--- src/sv/fdd_pkg.sv ---
// ----------------------------------------------------------------------------
// fdd_pkg: shared types and constants of the finite-difference differentiator
// holds the sample task passed from the front end to the back end, the
// result kinds, the register indexes and the saturation helper
// ----------------------------------------------------------------------------
package fdd_pkg;

   localparam int SAMPLE_W    = 24;
   localparam int RECIP_W     = 32;
   localparam int POINT_W     = 16;
   localparam int DERIV_W     = 48;
   // numerators reach about 2^26 in magnitude
   localparam int NUM_W       = 28;
   localparam int PROD_W      = NUM_W + RECIP_W + 1;
   localparam int QUEUE_DEPTH = 4;
   localparam int CSR_IDX_W   = 8;

   localparam logic [CSR_IDX_W-1:0] REG_INV_TWO_STEP     = CSR_IDX_W'(0);
   localparam logic [CSR_IDX_W-1:0] REG_INV_STEP_SQUARED = CSR_IDX_W'(1);
   localparam logic [RECIP_W-1:0]   RECIP_RESET          = RECIP_W'(65536);
   localparam logic [POINT_W-1:0]   POINT_MAX            = {POINT_W{1'b1}};

   typedef enum logic [1:0] {
      KIND_FIRST,
      KIND_MID,
      KIND_END,
      KIND_SHORT
   } kind_type;

   // one accepted sample that causes at least one result
   typedef struct packed {
      logic signed [SAMPLE_W-1:0] a;
      logic signed [SAMPLE_W-1:0] b;
      logic signed [SAMPLE_W-1:0] c;
      logic [POINT_W-1:0]         idx_mid;
      logic [POINT_W-1:0]         idx_end;
      logic                       first_pt;
      logic                       last_pt;
      logic                       too_short;
   } task_type;

   typedef struct packed {
      logic [RECIP_W-1:0] inv_two_step;
      logic [RECIP_W-1:0] inv_step_squared;
   } cfg_type;

   function automatic logic [DERIV_W-1:0] sat48(input logic signed [PROD_W-1:0] p);
      logic hi_same;
      hi_same = (p[PROD_W-1:DERIV_W-1] == {(PROD_W-DERIV_W+1){1'b0}}) ||
                (p[PROD_W-1:DERIV_W-1] == {(PROD_W-DERIV_W+1){1'b1}});
      if (hi_same) begin
         return p[DERIV_W-1:0];
      end else if (p[PROD_W-1]) begin
         return {1'b1, {(DERIV_W-1){1'b0}}};
      end else begin
         return {1'b0, {(DERIV_W-1){1'b1}}};
      end
   endfunction

endpackage

--- src/sv/fdd_queue.sv ---
// ----------------------------------------------------------------------------
// fdd_queue: task queue
// short first-in first-out buffer between front end and back end
// ----------------------------------------------------------------------------
module fdd_queue (
   input  logic              clock,
   input  logic              reset,
   input  logic              push,
   input  fdd_pkg::task_type push_task,
   input  logic              pop,
   output fdd_pkg::task_type head_task,
   output logic              empty,
   output logic              full
);
   import fdd_pkg::*;

   localparam int PTR_W = $clog2(QUEUE_DEPTH);

   task_type           slot_ff [QUEUE_DEPTH];
   logic [PTR_W-1:0]   wr_ptr_ff, rd_ptr_ff;
   logic [PTR_W:0]     fill_ff, fill_in;

   assign empty     = fill_ff == '0;
   assign full      = fill_ff == (PTR_W+1)'(QUEUE_DEPTH);
   assign head_task = slot_ff[rd_ptr_ff];

   always_comb begin
      fill_in = fill_ff;
      if (push && !pop) begin
         fill_in = fill_ff + (PTR_W+1)'(1);
      end else if (pop && !push) begin
         fill_in = fill_ff - (PTR_W+1)'(1);
      end
   end

   always_ff @(posedge clock) begin
      if (push) begin
         slot_ff[wr_ptr_ff] <= push_task;
      end
   end

   always_ff @(posedge clock) begin
      if (reset) begin
         wr_ptr_ff <= '0;
         rd_ptr_ff <= '0;
         fill_ff   <= '0;
      end else begin
         fill_ff <= fill_in;
         if (push) begin
            wr_ptr_ff <= (wr_ptr_ff == PTR_W'(QUEUE_DEPTH-1)) ? '0 : wr_ptr_ff + PTR_W'(1);
         end
         if (pop) begin
            rd_ptr_ff <= (rd_ptr_ff == PTR_W'(QUEUE_DEPTH-1)) ? '0 : rd_ptr_ff + PTR_W'(1);
         end
      end
   end

endmodule

--- config.mk ---
export PLATFORM = sky130hd
export DESIGN_NAME = fdd_queue
export DESIGN_NICKNAME = d
export VERILOG_FILES = /design/src/sv/fdd_pkg.sv /design/src/sv/fdd_queue.sv
export SDC_FILE = /design/constraint.sdc
export NUM_CORES = 1
export LEC_CHECK = 0
export ABC_AREA = 1
export BUFFER_PORTS_ARGS = -buffer_cell sky130_fd_sc_hd__buf_2
export CORE_UTILIZATION = 40
export CTS_BUF_LIST = sky130_fd_sc_hd__clkbuf_8
export DETAILED_ROUTE_END_ITERATION = 8
export PLACE_DENSITY = 0.71
export SLEW_MARGIN = 20
export SYNTH_ARGS = -nofsm -noshare
export SYNTH_HDL_FRONTEND = slang
export SYNTH_SLANG_ARGS = --single-unit
--- constraint.sdc ---
create_clock -name clock -period 3.25 [get_ports clock]
set_input_delay 0.4875 -clock clock [delete_from_list [all_inputs] [get_ports clock]]
set_output_delay 0.4875 -clock clock [all_outputs]
set_load 0.01 [all_outputs]
======== After elaboration in Yosys (flattened, before gate mapping) ========
Memories as Yosys holds them, arrays and structs flattened. A register that Yosys moved wholly into a read port is not among the register bits.
Cells that the tools add are included.
storage, ports and cells
  memories ................................ 1
  RAM bits ................................ 428
  output and inout bits ................... 109
  flip-flop bits (word level) ............. 7
operators by class
  muxes and demuxes ....................... 8
  add/subtract/negate cells ............... 4
  reduce and logical (&&, ||, !) cells .... 6
  equal/unequal tests ..................... 3
memory list
  name     depth  width  rd ports  clocked after memory_dff  wr ports  RTL line         RTL
  slot_ff  4      107    1         1                         1         fdd_queue.sv:19  task_type slot_ff [QUEUE_DEPTH];
operators by type and width
  cell                                                                count
  2-bit 2-to-1 mux                                                    4
  3-bit 2-to-1 mux                                                    2
  2-bit by 1-bit adder with 2-bit output, second input constant       2
  2-bit equality test, second input constant                          2
  3-bit by 1-bit adder with 3-bit output, second input constant       1
  3-bit equality test, second input constant                          1
  3-bit logical NOT                                                   1
  3-bit by 1-bit subtractor with 3-bit output, second input constant  1
  1-bit logical AND                                                   2
  1-bit logical NOT                                                   2
  1-bit 2-to-1 mux                                                    2
  2-bit nonzero test                                                  1

======== Depth between registers and ports, before layout ========
  depth after elaboration ................. 4
  depth in mapped cells ................... 10
  mapped depth without buffers ............ 10

======== Worst setup path after synthesis ========
No wires, ideal clock.
  path kind ............................... reg2reg
  from .................................... reg wr_ptr_ff[0]
  to ...................................... mem slot_ff[3][0] (netlist bit), enable pin
  setup time .............................. 0.460 ns
  required time ........................... 2.790 ns
  data arrival time ....................... 2.656 ns
  clock period less this slack ............ 3.116 ns
  cell stages (with the launch flop) ...... 4
  path buffers ............................ 0
  slack ................................... 0.134 ns
  path through ............................ dfxtp_1 -> ha_1 -> nand2_1 -> inv_1
RTL lines
  element                 RTL line         RTL
  from (decl)             fdd_queue.sv:20  logic [PTR_W-1:0] wr_ptr_ff, rd_ptr_ff;
  from (signal assigned)  fdd_queue.sv:50  wr_ptr_ff <= (wr_ptr_ff == PTR_W'(QUEUE_DEPTH-1)) ? '0 : wr_ptr_ff + PTR_W'(1);
  to (decl)               fdd_queue.sv:19
No word-level cell before the write port.

==> flow_summary.yaml <==
run_status:
  status: "completed"
yosys:
  synth_xor_area_frac: 0.0005370
  syn_area_sq_um: 16310
  synth_top_family_by_area: "compound AO/OA/AOI/OAI gates"
  synth_fa_ha_area_frac: 0.005830
  ys_ff_latch: 437
  synthDistinctLibCells: 23
  syn_nets: 1212
  synthCells: 1094
  synth_warnings: 0
  syn-mean-instance-area_sq_um: 14.91
  synth-simple-area-share: 0.05485
  synthMuxAreaShare: 0
  synth_compound_area_frac: 0.1086
  ys_seq_area_frac: 0.7991
floorplan:
  num_rows: 73
  die_w_microns: 203.9
  die_area_sq_um: 41590
  coreArea_sq_um: 40010
  die_y_microns: 203.9
  io_pins: 220
  start_util: 0.4077
clocking:
  clock_latency_ns: 0.59
  hold_buffers: 0
  clk_path_buf_depth: 3
  cts_tree: "yes"
  clkTransAtPathRegs_ns: 0.06
  cts_buffers: 71
  htree_levels: 3
  root_buffer: "clkbuf_8"
  post_cts_resized: 0
  clock-sinks: 437
  post_cts_buffers: 0
layout:
  finalInstanceArea_sq_um: 19260
  synthToLayoutAreaGrowth_pct: 18.09
  fin_cells: 1914
  layout-drive-gt1-share: 0.2368
  nets: 1452
  utilization: 0.4814
sta:
  fin_setup_tns_ns: 0
  clock.fmax_mhz: 333.6
  rsz0062_at_grt: "false"
  tightest_slew_ns: 0.8792
  setup_viol: 0
  period_share: 0.9223
  hold_viol: 0
  relSlewSlack: 0.4138
  clock_skew_ns: 0.01072
  finalWorstSetupSlack_ns: 0.2527
  finalCriticalPeriod_ns: 2.997
  slew_viol_final: 0
placement:
  gp_congestion: 0.7486
  pre_cts_ws_ns: 0.9282
  dp_hpwl_microns: 19060
  numPortBuffers: 219
  place_area_sq_um: 17950
  dp.cells: 1786
pwr:
  leakagePower_nw: 6.805
  power_density_nw_per_um2: 626.5
  peakVddDrop_mv: 0.3937
setup_path:
  crit_type: "flip-flop to primary output"
  required_ns: 2.76
  crit_path_start_kind: "flip-flop"
  cp-end-kind: "primary output"
  cp_data_arrival_time_ns: 2.51
  cp_max_fo: 194
drt:
  wl_per_cell_microns: 18.35
  drtPass1Iterations: 5
  drc: 0
  vias: 9828
  drt_iter0_drc: 556
  ant_nets: 0
  routed_wl_microns: 35110
  avgViaCountPerCell: 5.135
global_routing:
  track_usage: 0.1667
  grt_remaining_overflow: 0
  grt_pass1_wl_microns: 52760
  grt_pass1_vias: 9559
  grt_max_degree: 195
  antenna_found_initial: 6
min_path:
  min_path_type: "input pin to flip-flop"
job:
  drv_cap: 0
## per-layer routing
metal | track usage | share of wire
met2 | 0.2739 | 0.48
met5 | 0 | 0.0013
met4 | 0.06713 | 0.017
met3 | 0.04974 | 0.078
met1 | 0.2056 | 0.42
## placed cells by master, fill, tap and decap left out, types with 6 or more instances in the layout
cell and instances:
buf_12 14, buf_2 219, clkbuf_8 74, clkinv_1 12, dfxtp_1 7, edfxtp_1 428
ha_1 6, inv_1 39, nand2_1 8, nor2_1 222, o21ai_0 202, o21ai_1 15
o22ai_1 107
## flip-flops by register name (all words and copies together), names as in the netlist, named ones only
signal / flops
fill_ff: 3
rd_ptr_ff: 2
slot_ff: 428
wr_ptr_ff: 2
## kinds of logic after synthesis
logic type | after synthesis
compound gates | 327
xor+xnor | 1
simple gates | 236
fa+ha+maj | 7
buf+inv | 86
flops | 437
## synthesized netlist by cell type
cell | number | area share
edfxtp_1 | 428 | 0.79
nor2_1 | 222 | 0.051
o21ai_0 | 202 | 0.062
o22ai_1 | 107 | 0.041
clkbuf_1 | 36 | 0.0083
buf_6 | 18 | 0.012
o21ai_1 | 15 | 0.0046
inv_1 | 14 | 0.0032
buf_2 | 10 | 0.0031
dfxtp_1 | 9 | 0.011
nand2_1 | 8 | 0.0018
ha_1 | 6 | 0.0046
buf_4 | 4 | 0.0018
nor3_1 | 4 | 0.0012
a21oi_1 | 3 | 0.00092
buf_12 | 1 | 0.0012
clkbuf_2 | 1 | 0.00031
fa_1 | 1 | 0.0012
inv_2 | 1 | 0.00023
inv_6 | 1 | 0.00054
nand3_1 | 1 | 0.00031
nand4_1 | 1 | 0.00038
xor2_1 | 1 | 0.00054
## per-stage QoR
step / hold slack (ns) / power, mW
after floorplan: 0.4897 / 7.298
after global placement: 0.5073 / 7.789
after detailed placement: 0.5281 / 7.822
after CTS: 0.03642 / 12.23
after global routing: 0.04636 / 12.57
final: 0.1008 / 12.07
## cell type report
| class | instances | area (sq um) |
|---|---|---|
| Sequential cell | 437 | 13040 |
| Timing Repair Buffer | 237 | 1406 |
| Multi-Input combinational cell | 571 | 2769 |
| Clock inverter | 50 | 282.8 |
| Inverter | 16 | 76.32 |
| Tap cell | 525 | 656.9 |
| Antenna cell | 4 | 10.01 |
| Clock buffer | 74 | 1018 |
| Fill cell | 3454 | 20750 |
## worst paths after layout
path | end | slack (ns) | cells after the start | startpoint
setup / recovery | head_task[60] | 0.25 | 4 | flip-flop
hold / removal | slot_ff[2][17] | 0.10 | 1 | push_task[17]
setup reg to reg | slot_ff[3][69] | 1.42 | 4 | wr_ptr_ff[0]
hold reg to reg | wr_ptr_ff[1] | 0.53 | 2 | wr_ptr_ff[1]
## power by group
part | switching [mW] | internal [mW] | total, mW | leakage (nW)
clock network | 2.04 | 2.34 | 4.38 | 0.764
registers | 0.0609 | 6.44 | 6.51 | 4.01
logic | 0.783 | 0.401 | 1.18 | 2.03
total | 2.88 | 9.18 | 12.1 | 6.81
## critical path, cell delays in order, from the launching register on
cell	delay, ns
dfxtp_4	0.51
buf_12	0.57
o21ai_0	0.25
o22ai_1	0.21
buf_2	0.18
Power figures use the tool's default switching activity.
