### src/sv/fdd_pkg.sv
// ----------------------------------------------------------------------------
// fdd_pkg: shared types and constants of the finite-difference differentiator
// holds the sample task passed from the front end to the back end, the
// result kinds, the register indexes and the saturation helper
// ----------------------------------------------------------------------------
package fdd_pkg;

   localparam int SAMPLE_W    = 24;
   localparam int RECIP_W     = 32;
   localparam int POINT_W     = 16;
   localparam int DERIV_W     = 48;
   // numerators reach about 2^26 in magnitude
   localparam int NUM_W       = 28;
   localparam int PROD_W      = NUM_W + RECIP_W + 1;
   localparam int QUEUE_DEPTH = 4;
   localparam int CSR_IDX_W   = 8;

   localparam logic [CSR_IDX_W-1:0] REG_INV_TWO_STEP     = CSR_IDX_W'(0);
   localparam logic [CSR_IDX_W-1:0] REG_INV_STEP_SQUARED = CSR_IDX_W'(1);
   localparam logic [RECIP_W-1:0]   RECIP_RESET          = RECIP_W'(65536);
   localparam logic [POINT_W-1:0]   POINT_MAX            = {POINT_W{1'b1}};

   typedef enum logic [1:0] {
      KIND_FIRST,
      KIND_MID,
      KIND_END,
      KIND_SHORT
   } kind_type;

   // one accepted sample that causes at least one result
   typedef struct packed {
      logic signed [SAMPLE_W-1:0] a;
      logic signed [SAMPLE_W-1:0] b;
      logic signed [SAMPLE_W-1:0] c;
      logic [POINT_W-1:0]         idx_mid;
      logic [POINT_W-1:0]         idx_end;
      logic                       first_pt;
      logic                       last_pt;
      logic                       too_short;
   } task_type;

   typedef struct packed {
      logic [RECIP_W-1:0] inv_two_step;
      logic [RECIP_W-1:0] inv_step_squared;
   } cfg_type;

   function automatic logic [DERIV_W-1:0] sat48(input logic signed [PROD_W-1:0] p);
      logic hi_same;
      hi_same = (p[PROD_W-1:DERIV_W-1] == {(PROD_W-DERIV_W+1){1'b0}}) ||
                (p[PROD_W-1:DERIV_W-1] == {(PROD_W-DERIV_W+1){1'b1}});
      if (hi_same) begin
         return p[DERIV_W-1:0];
      end else if (p[PROD_W-1]) begin
         return {1'b1, {(DERIV_W-1){1'b0}}};
      end else begin
         return {1'b0, {(DERIV_W-1){1'b1}}};
      end
   endfunction

endpackage

### src/sv/fdd_front.sv
// ----------------------------------------------------------------------------
// fdd_front: sample intake
// keeps the window and the run count and turns each sample that causes
// results into one task for the back end
// ----------------------------------------------------------------------------
module fdd_front #(
   parameter int INDEX_WIDTH = 16
) (
   input  logic                      clock,
   input  logic                      reset,
   input  logic                      take,
   input  logic [fdd_pkg::SAMPLE_W-1:0] sample,
   input  logic                      last_sample,
   output logic                      push,
   output fdd_pkg::task_type         push_task
);
   import fdd_pkg::*;

   localparam int IDX_EXT_W = (INDEX_WIDTH > POINT_W) ? INDEX_WIDTH : POINT_W;

   logic signed [SAMPLE_W-1:0] win_ff [2];
   logic signed [SAMPLE_W-1:0] win_in [2];
   logic [INDEX_WIDTH-1:0]     count_ff, count_in;
   logic                       early;
   logic [IDX_EXT_W-1:0]       mid_ext, end_ext;

   assign early   = count_ff < INDEX_WIDTH'(2);
   assign mid_ext = IDX_EXT_W'(count_ff) - IDX_EXT_W'(1);
   assign end_ext = IDX_EXT_W'(count_ff);

   always_comb begin
      push_task.a         = win_ff[0];
      push_task.b         = win_ff[1];
      push_task.c         = signed'(sample);
      push_task.idx_mid   = (mid_ext > IDX_EXT_W'(POINT_MAX)) ? POINT_MAX
                                                              : mid_ext[POINT_W-1:0];
      push_task.idx_end   = (end_ext > IDX_EXT_W'(POINT_MAX)) ? POINT_MAX
                                                              : end_ext[POINT_W-1:0];
      push_task.first_pt  = count_ff == INDEX_WIDTH'(2);
      push_task.last_pt   = last_sample;
      push_task.too_short = early;
   end

   assign push = take && (!early || last_sample);

   always_comb begin
      win_in   = win_ff;
      count_in = count_ff;
      if (take) begin
         if (last_sample) begin
            win_in[0] = '0;
            win_in[1] = '0;
            count_in  = '0;
         end else begin
            win_in[0] = win_ff[1];
            win_in[1] = signed'(sample);
            if (count_ff != {INDEX_WIDTH{1'b1}}) begin
               count_in = count_ff + INDEX_WIDTH'(1);
            end
         end
      end
   end

   always_ff @(posedge clock) begin
      if (reset) begin
         win_ff[0] <= '0;
         win_ff[1] <= '0;
         count_ff  <= '0;
      end else begin
         win_ff   <= win_in;
         count_ff <= count_in;
      end
   end

endmodule

### config.mk
export PLATFORM = sky130hd
export DESIGN_NAME = fdd_front
export DESIGN_NICKNAME = d
export VERILOG_FILES = /design/src/sv/fdd_pkg.sv /design/src/sv/fdd_front.sv
export SDC_FILE = /design/constraint.sdc
export NUM_CORES = 1
export LEC_CHECK = 0
export BUFFER_PORTS_ARGS = -buffer_cell sky130_fd_sc_hd__buf_4
export CAP_MARGIN = 15
export CORE_ASPECT_RATIO = 1.4
export CORE_UTILIZATION = 52
export CTS_CLUSTER_DIAMETER = 40
export DETAILED_ROUTE_END_ITERATION = 7
export GPL_TIMING_DRIVEN = 0
export PLACE_DENSITY = 0.85
export SLEW_MARGIN = 30
export SYNTH_ARGS = -nofsm -noshare
export SYNTH_HDL_FRONTEND = slang
export SYNTH_SLANG_ARGS = --single-unit
### constraint.sdc
create_clock -name clock -period 4.38 [get_ports clock]
set_input_delay 0.438 -clock clock [delete_from_list [all_inputs] [get_ports clock]]
set_output_delay 0.438 -clock clock [all_outputs]
set_load 0.05 [all_outputs]
# Yosys cells after proc, flatten, opt, wreduce, memory -nomap -nowiden
# Index checks and enable logic that the tools add are counted.
# word_totals
ff_bits	64
in_bits	28
output_inout_bits	108
# classes
addsub	2
eq_ne	2
order_cmp	3
mux	5
reduce_logical	5
# ops
op	n
two-way mux 16 bit	4
two-way mux 48 bit	1
> comparator 16 bit (second input constant)	2
adder 16 x 1 -> 16 bit (second input constant)	1
== test 16 x 2 -> 1 bit (second input constant)	1
< comparator 16 x 2 -> 1 bit (second input constant)	1
!= test 16 bit (second input constant)	1
subtractor 16 x 1 -> 16 bit (second input constant)	1
AND reduction 2 bit	1
nonzero test 2 bit	1
logical AND 1 bit	1
logical NOT 1 bit	1
logical OR 1 bit	1

# Longest topological paths before layout
# Gate-level depths: netlist (run 1).
# logic_depth
word_depth	4
mapped_depth	6
ltp_nobuf	5

# Least setup slack after synthesis (run 1)
# OpenSTA, ideal clock, no wires.
# synth_path
path_type	register to output
from	register count_ff[0]
to	output push_task[27] (netlist bit)
path_buffers	0
t_arrival_ps	2569
required_ps	3942
path_stages_with_launch	6
path_slack_ps	1373
path_cell_list	dfxtp_1 -> inv_1 -> ha_1 -> nand2_1 -> nor4_1 -> xnor2_1
# synth_lines
element	line_no	text
start: declaration	fdd_front.sv:23	logic [INDEX_WIDTH-1:0] count_ff, count_in;
start signal: assignment	fdd_front.sv:71	count_ff <= count_in;
end: declaration	fdd_front.sv:15	output fdd_pkg::task_type push_task

==> results.md, run 1 <==
* Worst slack at placement at around 1900 ps
* Reg clk slew, reported paths at 70 ps
* Post-route setup slack at 1740 ps
* Mapped cell area at 0.00333 mm²
* Total grt overflow at 0
* Worst R2R Setup Slack at 2010 ps
* H-tree depth at 3
* Std cell rows at 34
* FFs w/ async S/R, synth at 0%
* Max Clk Rate at 379 MHz
* Die width at 69.7 µm
* Starting Density at between 50% and 60%
* Internal cell power at ~990 µW
* First-pass GRT wire length at 15.7 mm
* Sequential Area at 0.00128 mm²
* Clk_lat worst skew at roughly 350 ps
* Tcrit/Tclk final at ~60%
* Syn Nets at 455
* Reg2reg start: count_ff[1]$_SDFFE_PP0P_
* Yosys warning count at 0
* CTS max path bufs at 2
* Sink Count at between 60 and 70
* Max-cap violations at 0
* EDFF count, synth at 0
* Die height at between 90 and 100 µm
* Reg2reg path depth at 5
* Core Area at 0.00621 mm²
* Area of the multi-input gates at around 0.0017 mm²
* Sw frac at a little under a third
* Final setup viols at 0
* Critical path's top delay family: simple AND/OR/NAND/NOR gates
* GPL Wtd Cong at 0.904
* Post-CTS setup buffer count at 0
* Share of the yosys chip area belonging to registers at about two fifths
* Post-Syn Area per Cell at 7.86 µm²
* Drt first pass iters at 6
* Library cells used by synthesis at 47
* Most common cell after layout, fill and taps aside: buf_4
* Hold path startpoint: sample[17]
* Switching power at 454 µW
* Fin. max-slew vios at 0
* Seq pwr share at between 40% and 50%
* Area delta synth->final at 38.9%
* Crit Path Class: register to primary output
* Fillcell total at 485
* Hold Crit Class: input pin to register
* Antenna Cells at 0
* GRT Total Usage at 29.2%
* Least-Margin Pin Slew at slightly below 600 ps
* WP depth at 6
* Slowest library cell on the worst path: nor3_1
* Post-layout min period at 2640 ps
* Final clock skew at 5.29 ps
* Synthesis-stage register bit count at 64
* DRC violations left at 0
* Element type at the critical path end: primary output
* Status: finished clean
* Max VDD drop at approximately 0.00022 V
* Antenna violations before repair at 0
* Hold_buf cts at 0
* Via count at 3654
* CTS resizes at 0
* Post-Syn Instances at ~420
* P_leak at 1.97 nW
* Drt wl/cell at between 15 and 20 µm
* Vias in the first global route at 3386
* Crit path buffers/inverters at 2
* Inserted Clock Buffers at 9
* Post-Route WL at 10.0 mm
* Total die area at 0.00674 mm²
* Highest-count cells in the layout ignoring fill and taps: buf_4, dfxtp_1, a21oi_1, nor2_1, nand3_1
* Final TNS setup at 0 ps
* CP arrival at around 2200 ps
* RSZ-0062 raised after global routing: false
* Gate power share at 23.1%
* I/O pin cnt at 136
* DR iter-0 viols at 407
* Final hold violation count at 0
* Net count, final at around 600
* Hold path cells at 3
* WP data required at ~3900 ps
* CTS tree: built
* Port Buf Inserts at 135
* Primary FF master, synth: dfxtp_1
* Share of post-route cells with drive strength above 1 at 32.6%
* Worst Hold End: push_task[76]$_SDFFE_PP0P_
* Worst R2R End: count_ff[5]$_SDFFE_PP0P_
* Vias/cell at 5.67
* Power Density at roughly 310 mW/mm²
* CP startpoint kind: register
* Post-DP HPWL at 7.40 mm
* Crit path cell chain: clkbuf_1 -> nor3_1 -> nand4_1 -> nor4_1 -> xor2_1 -> buf_4
* Max-Slew Margin vs Limit at 60.9%
* Root buffer cell: clkbuf_8
* ANT nets after route at 0
* Largest net degree at the start of global routing at 12
* Clock Power Share at a little over a third
* CP max FO at 10
* Slowest stage delay, CP at 410 ps
==> layout make-up <==
cell class | count | share of cell area (%)
plain buffers | 59 | 7.08
inverters | 12 | 0.973
multi-input cells | 289 | 36.2
flip-flops and latches | 64 | 27.7
clock buffers | 11 | 3.27
clock inverters | 3 | 0.919
repair buffers | 135 | 21.9
well taps | 72 | 1.95
==> sequential cells by signal, summed over array words and instances (netlist names) <==
name       cells
push_task     48
count_ff      16
==> power by group through the flow <==
stage	Combinational [mW]	Clock, mW	Sequential (mW)
global placement	0.329	0	0.616
finish	0.333	0.506	0.604
global route	0.350	0.531	0.606
CTS	0.334	0.509	0.604
detailed placement	0.333	0	0.617
floorplan	0.187	0	0.656
==> worst min-delay path, stage by stage <==
cell	delay (ps)
buf_4	90
a21oi_1	50
nor2_1	70
==> cell families (layout without fill, tap and decap cells) <==
group                    count (synthesis)  in the layout  synth area share, %
flip-flops                              64             64                 38.5
multiplexers                             1              1                0.300
buffers and inverters                   71            220                 11.2
XOR/XNOR                                12             12                 3.15
AND/OR/NAND/NOR                        184            184                 29.6
adder cells (fa/ha/maj)                  3              3                 1.13
AO/OA/AOI/OAI                           89             89                 16.2
==> metrics by stage <==
stage / instance area (µm²) / util (%) / std cells / power [mW] / hold WS [ps]
floorplan: 3330 / - / 424 / 0.843 / 577
global placement: 4440 / 71.4 / 631 / 0.946 / 454
detailed placement: 4440 / 71.4 / 631 / 0.950 / 458
CTS: 4630 / 74.5 / 645 / 1.45 / 323
global route: 4630 / 74.5 / 645 / 1.49 / 334
finish: 4630 / 74.5 / 645 / 1.44 / 327
==> per-layer routing <==
metal	track usage (%)	routed length [µm]	vias up
met5	0	0	-
met4	16.8	501	0
met3	7.71	731	46
met2	51.5	5230	192
met1	30.9	3550	1691
li1	-	-	1725
==> synthesized netlist by cell type (2+ instances only) <==
cell / count / area share (%)
nor2_1: 37 / 4.2
nand4_1: 7 / 1.3
nand3_1: 32 / 4.8
and3_1: 3 / 0.56
buf_4: 26 / 5.9
nor4_2: 2 / 0.75
a31oi_1: 4 / 0.75
a221oi_1: 5 / 1.3
xnor2_1: 9 / 2.4
nand2_1: 19 / 2.1
ha_1: 3 / 1.1
clkbuf_1: 19 / 2.1
nor4_1: 6 / 1.1
a311oi_1: 2 / 0.53
nor3_1: 9 / 1.4
xor2_1: 3 / 0.79
a21boi_0: 2 / 0.45
buf_2: 7 / 1.1
o211ai_1: 3 / 0.68
buf_1: 7 / 0.79
nor2b_1: 28 / 5.3
o21ai_0: 3 / 0.45
dfxtp_1: 64 / 38
or3_1: 3 / 0.56
inv_1: 12 / 1.4
o31ai_1: 4 / 0.90
nand2b_1: 31 / 5.8
a21oi_1: 55 / 8.3
==> worst max-delay path by stage <==
stage                                  start            end  slack, ps
floorplan           count_ff[0]$_SDFFE_PP0P_  push_task[27]       1370
global placement                        take           push       1910
detailed placement                      take           push       1900
CTS                 count_ff[2]$_SDFFE_PP0P_  push_task[33]       1730
global route        count_ff[5]$_SDFFE_PP0P_  push_task[33]       1520
finish              count_ff[4]$_SDFFE_PP0P_  push_task[33]       1740
(Power assumes the default switching activity.)
==> inputs of run 2 (changes only) <==
CORE_UTILIZATION = 44   (was 52)
PLACE_DENSITY = 0.77   (was 0.85)
clock period = 2.3 ns   (was 4.38 ns; I/O delays follow)
==> results.md, run 2 (synthesis gave the netlist of run 1 again) <==
* Reg clk slew, reported paths at approximately 70 ps
* Port Buf Inserts at 135
* H-tree depth at 3
* Root buffer cell: clkbuf_8
* Drt wl/cell at 15.7 µm
* First-pass GRT wire length at 16.6 mm
* Post-route setup slack at 86.6 ps
* Max Clk Rate at 452 MHz
* Highest-count cells in the layout ignoring fill and taps: buf_4, dfxtp_1, a21oi_1, nor2_1, nand3_1
* Worst slack at placement at -19.8 ps
* Max VDD drop at about 0.00042 V
* Hold slack at 126 ps
* Status: finished clean
* Core Area at between 0.007 and 0.008 mm²
* Area delta synth->final at 46.0%
* Most frequent cell on the critical path: buf_6
* CP arrival at ~2000 ps
* Total grt overflow at 0
* Tcrit/Tclk final at 96.2%
* Slowest library cell on the worst path: nor4_4
* Largest register FFs at 48
* Vias/cell at about 5.4
* DR iter-0 viols at 223
* CTS tree: built
* Fin. max-slew vios at 0
* Critical path's top delay family: simple AND/OR/NAND/NOR gates
* Crit path cell chain: buf_6 -> nor4_4 -> nand4_1 -> nor4_2 -> xor2_2 -> buf_6
* Most common cell after layout, fill and taps aside: buf_4
* Final clock skew at 4.76 ps
* Tot Pwr at 2.78 mW
* Die height at 105 µm
* Die width at 75.5 µm
* Via count at ~3600
* CTS max path bufs at 2
* Vias in the first global route at 3477
* Antenna violations before repair at 0
* Fin cells at 675
* Sink Count at 64
* Std cell rows at 37
* DRC violations left at 0
* Dpl cell area at around 0.0046 mm²
* Largest net degree at the start of global routing at 14
* Crit Path Class: register to primary output
* Slowest stage delay, CP at about 360 ps
* Least-Margin Pin Slew at 624 ps
* Clk_lat worst skew at 340 ps
* Share of post-route cells with drive strength above 1 at around 37%
* Inserted Clock Buffers at 9
* RSZ-0062 raised after global routing: true
* Starting Density at 45.3%
* Max-cap violations at 0
* Final setup viols at 0
* GPL Wtd Cong at 0.887
* Hold Crit Class: input pin to register
* Crit path buffers/inverters at 2
* Antenna Cells at 0
* GRT Total Usage at 27.3%
* Net count, final at approximately 600
* Max-Slew Margin vs Limit at 58.4%
* Element type at the critical path end: primary output
* I/O pin cnt at 136
* Post-DP HPWL at 7.60 mm
* Post-layout min period at around 2200 ps
* ANT nets after route at 0
* Design area at 0.00486 mm²
* Final hold violation count at 0
* P_leak at around 2.1 nW
* CP startpoint kind: register
* WP data required at 2070 ps
* Total die area at roughly 0.008 mm²
* Post-Route WL at 10.6 mm
* Placed cells at 656
* Drt first pass iters at 5
* CP max FO at 6
* Power Density at 572 mW/mm²
-- run 2: worst register-to-register path, cell delays in order, from the launching register on --
cell      delay, ps
dfxtp_2         440
ha_1            270
nand3_1         230
or3_1           390
buf_2           180
o2111a_1        270
nor4_2          230
-- run 2: where the power goes --
group	internal, mW	switching [mW]
combinational	0.227	0.439
clock	0.528	0.439
sequential	1.13	0.0191
-- run 2: path summary, 6_finish.rpt --
path	start	slack (ps)	endpoint	cells past startpoint
min reg2reg	push_task[102]$_SDFFE_PP0P_	470	push_task[102]$_SDFFE_PP0P_	2
max	count_ff[5]$_SDFFE_PP0P_	90	push_task[33]	6
max reg2reg	count_ff[1]$_SDFFE_PP0P_	210	count_ff[15]$_SDFFE_PP0P_	6
min	sample[21]	130	push_task[80]$_SDFFE_PP0P_	3
-- run 2: layout make-up --
type	count	area, µm²
flip-flops and latches	64	1280
well taps	97	121
inverters	12	45.0
multi-input cells	289	1820
plain buffers	58	333
clock buffers	11	141
clock inverters	5	56.3
repair buffers	139	1060
fillers	628	2500
-- run 2: through the flow --
step | TNS [ps] | utilization, %
after floorplan | -46.6 | -
after global routing | -35.0 | 66.1
final | 0 | 66.1
after CTS | 0 | 65.3
after detailed placement | -19.8 | 62.0
after global placement | 0 | 62.0
-- run 2: metal layers --
layer	global-route usage [%]	part of all wire [%]	vias up
met4	11.8	3.7	0
met3	5.88	6.0	38
met1	29.7	37	1719
li1	-	-	1732
met5	0	0	-
met2	48.9	53	159
-- run 2: timing repair --
action | 4_1_cts | 5_1_grt
hold buffers | 0 | 0
pin swaps | 4 | 6
endpoints found under the setup margin | 12 | 13
gates cloned | 0 | 0
resized for setup | 8 | 13
buffers inserted | 1 | 3
==> inputs of run 3 (changes only) <==
CORE_UTILIZATION = 45   (was 44)
CTS_BUF_LIST = sky130_fd_sc_hd__clkbuf_4   (was not set)
PLACE_DENSITY = 0.78   (was 0.77)
SKIP_LAST_GASP = 1   (was not set)
==> results.md, run 3 (synthesis gave the netlist of run 1 again) <==
* CTS max path bufs at 2
* CP arrival at approximately 2100 ps
* Net count, final at 609
* Status: finished, violations left
* Vias/cell at 5.37
* Dpl cell area at roughly 0.0046 mm²
* Starting Density at 47.1%
* Max-cap violations at 0
* Placed cells at between 600 and 700
* Crit Path Class: register to primary output
* Max VDD drop at about 0.00043 V
* Share of post-route cells with drive strength above 1 at a little under two fifths
* Core Area at 0.00707 mm²
* Largest net degree at the start of global routing at 14
* Largest register FFs at 48
* DR iter-0 viols at 226
* Highest-count cells in the layout ignoring fill and taps: buf_4, dfxtp_1, a21oi_1, nor2_1, nand3_1
* Tcrit/Tclk final at 101%
* Tot Pwr at 2.58 mW
* Post-route setup slack at -28.2 ps
* GRT Total Usage at between 20% and 30%
* Max Clk Rate at 430 MHz
* Total die area at a little under 0.008 mm²
* Drt wl/cell at 15.3 µm
* Design area at between 0.004 and 0.005 mm²
* ANT nets after route at 0
* Die width at between 70 and 80 µm
* Hold_buf cts at 0
* Post-Route WL at 10.4 mm
* DRC violations left at 0
* Most common cell after layout, fill and taps aside: buf_4
* Port Buf Inserts at about 140
* Total grt overflow at 0
* H-tree depth at 3
* Fin cells at 678
* Power Density at 531 mW/mm²
* Clk_lat worst skew at 420 ps
* Least-Margin Pin Slew at between 500 and 600 ps
* Final hold violation count at 0
* Fin. max-slew vios at 0
* Final clock skew at 8.99 ps
* P_leak at 2.07 nW
* Antenna violations before repair at 0
* Drt first pass iters at 5
* WP data required at 2070 ps
* CP startpoint kind: register
* CTS tree: built
* Inserted Clock Buffers at 9
* Post-DP HPWL at 7.67 mm
* Die height at 104 µm
* CP max FO at 6
* Failing checks: setup timing
* Std cell rows at 36
* Max-Slew Margin vs Limit at 62.6%
* Area delta synth->final at 45.8%
* GPL Wtd Cong at about 0.88
* Antenna Cells at 0
* Root buffer cell: clkbuf_4
* Reg clk slew, reported paths at 120 ps
* First-pass GRT wire length at 17.0 mm
* I/O pin cnt at 136
* Element type at the critical path end: primary output
* Vias in the first global route at 3555
* Via count at between 3000 and 4000
* Sink Count at 64
* Hold Crit Class: input pin to register
* Post-layout min period at 2330 ps
* Final setup viols at 1
* RSZ-0062 raised after global routing: true
run 3: changes by cell type in the layout (fill, tap and decap cells not counted), moves of 2 or more:
cell      before  now
nor2_2         2    0
clkbuf_8      10    0
buf_4        162  167
nor2_1        35   37
clkbuf_4       0    9
run 3: cell type report:
| cell class | count | area [µm²] |
|---|---|---|
| fill | 608 | 2210 |
| multi-input combinational | 289 | 1830 |
| sequential | 64 | 1290 |
| timing repair buffer | 144 | 1100 |
| buffer | 58 | 337 |
| tap | 95 | 119 |
| clock inverter | 7 | 71.3 |
| clock buffer | 9 | 67.6 |
| inverter | 12 | 45.0 |
run 3: per-stage QoR:
step	worst slack [ps]	hold WS (ps)	util [%]	setup TNS [ps]
final	-28.2	43.0	68.7	-28.2
after global routing	-196	17.1	68.7	-858
after CTS	-7.29	33.9	67.8	-7.29
after detailed placement	-18.4	459	64.5	-30.2
after global placement	19.2	454	64.5	0
after floorplan	-46.6	369	-	-46.6
run 3: power breakdown:
| group | leakage [nW] | internal, mW | switching, mW |
|---|---|---|---|
| sequential | 0.520 | 1.13 | 0.0199 |
| clock | 0.0700 | 0.331 | 0.428 |
| combinational | 1.48 | 0.234 | 0.438 |
run 3: repair_timing:
action	CTS	global route
pin swaps	6	5
setup buffers	5	4
setup endpoints to repair	17	14
gates resized for setup	13	11
run 3: worst max-delay path, stage by stage, from the launching register on:
cell     delay [ps]
dfxtp_2         340
buf_6           120
nor4_4          300
buf_4           160
nand4_1         150
nor3_2          280
xor2_2          160
buf_6           170
run 3: worst paths after layout:
kind                                                  from                         end  slack [ps]  cells after the start
worst max-delay path              count_ff[5]$_SDFFE_PP0P_               push_task[32]         -30                      7
worst min register to register  push_task[98]$_SDFFE_PP0P_  push_task[98]$_SDFFE_PP0P_         480                      2
worst min-delay path                            sample[14]  push_task[73]$_SDFFE_PP0P_          40                      3
worst max register to register    count_ff[1]$_SDFFE_PP0P_    count_ff[4]$_SDFFE_PP0P_         160                      5
run 3: routing by layer:
layer | share of wire [%] | vias up | wire [µm] | track usage, %
met1 | 38 | 1685 | 3950 | 32.6
met4 | 2.3 | 0 | 242 | 10.9
li1 | - | 1744 | - | -
met5 | 0 | - | 0 | 0
met2 | 53 | 183 | 5540 | 47.6
met3 | 6.4 | 30 | 663 | 7.78
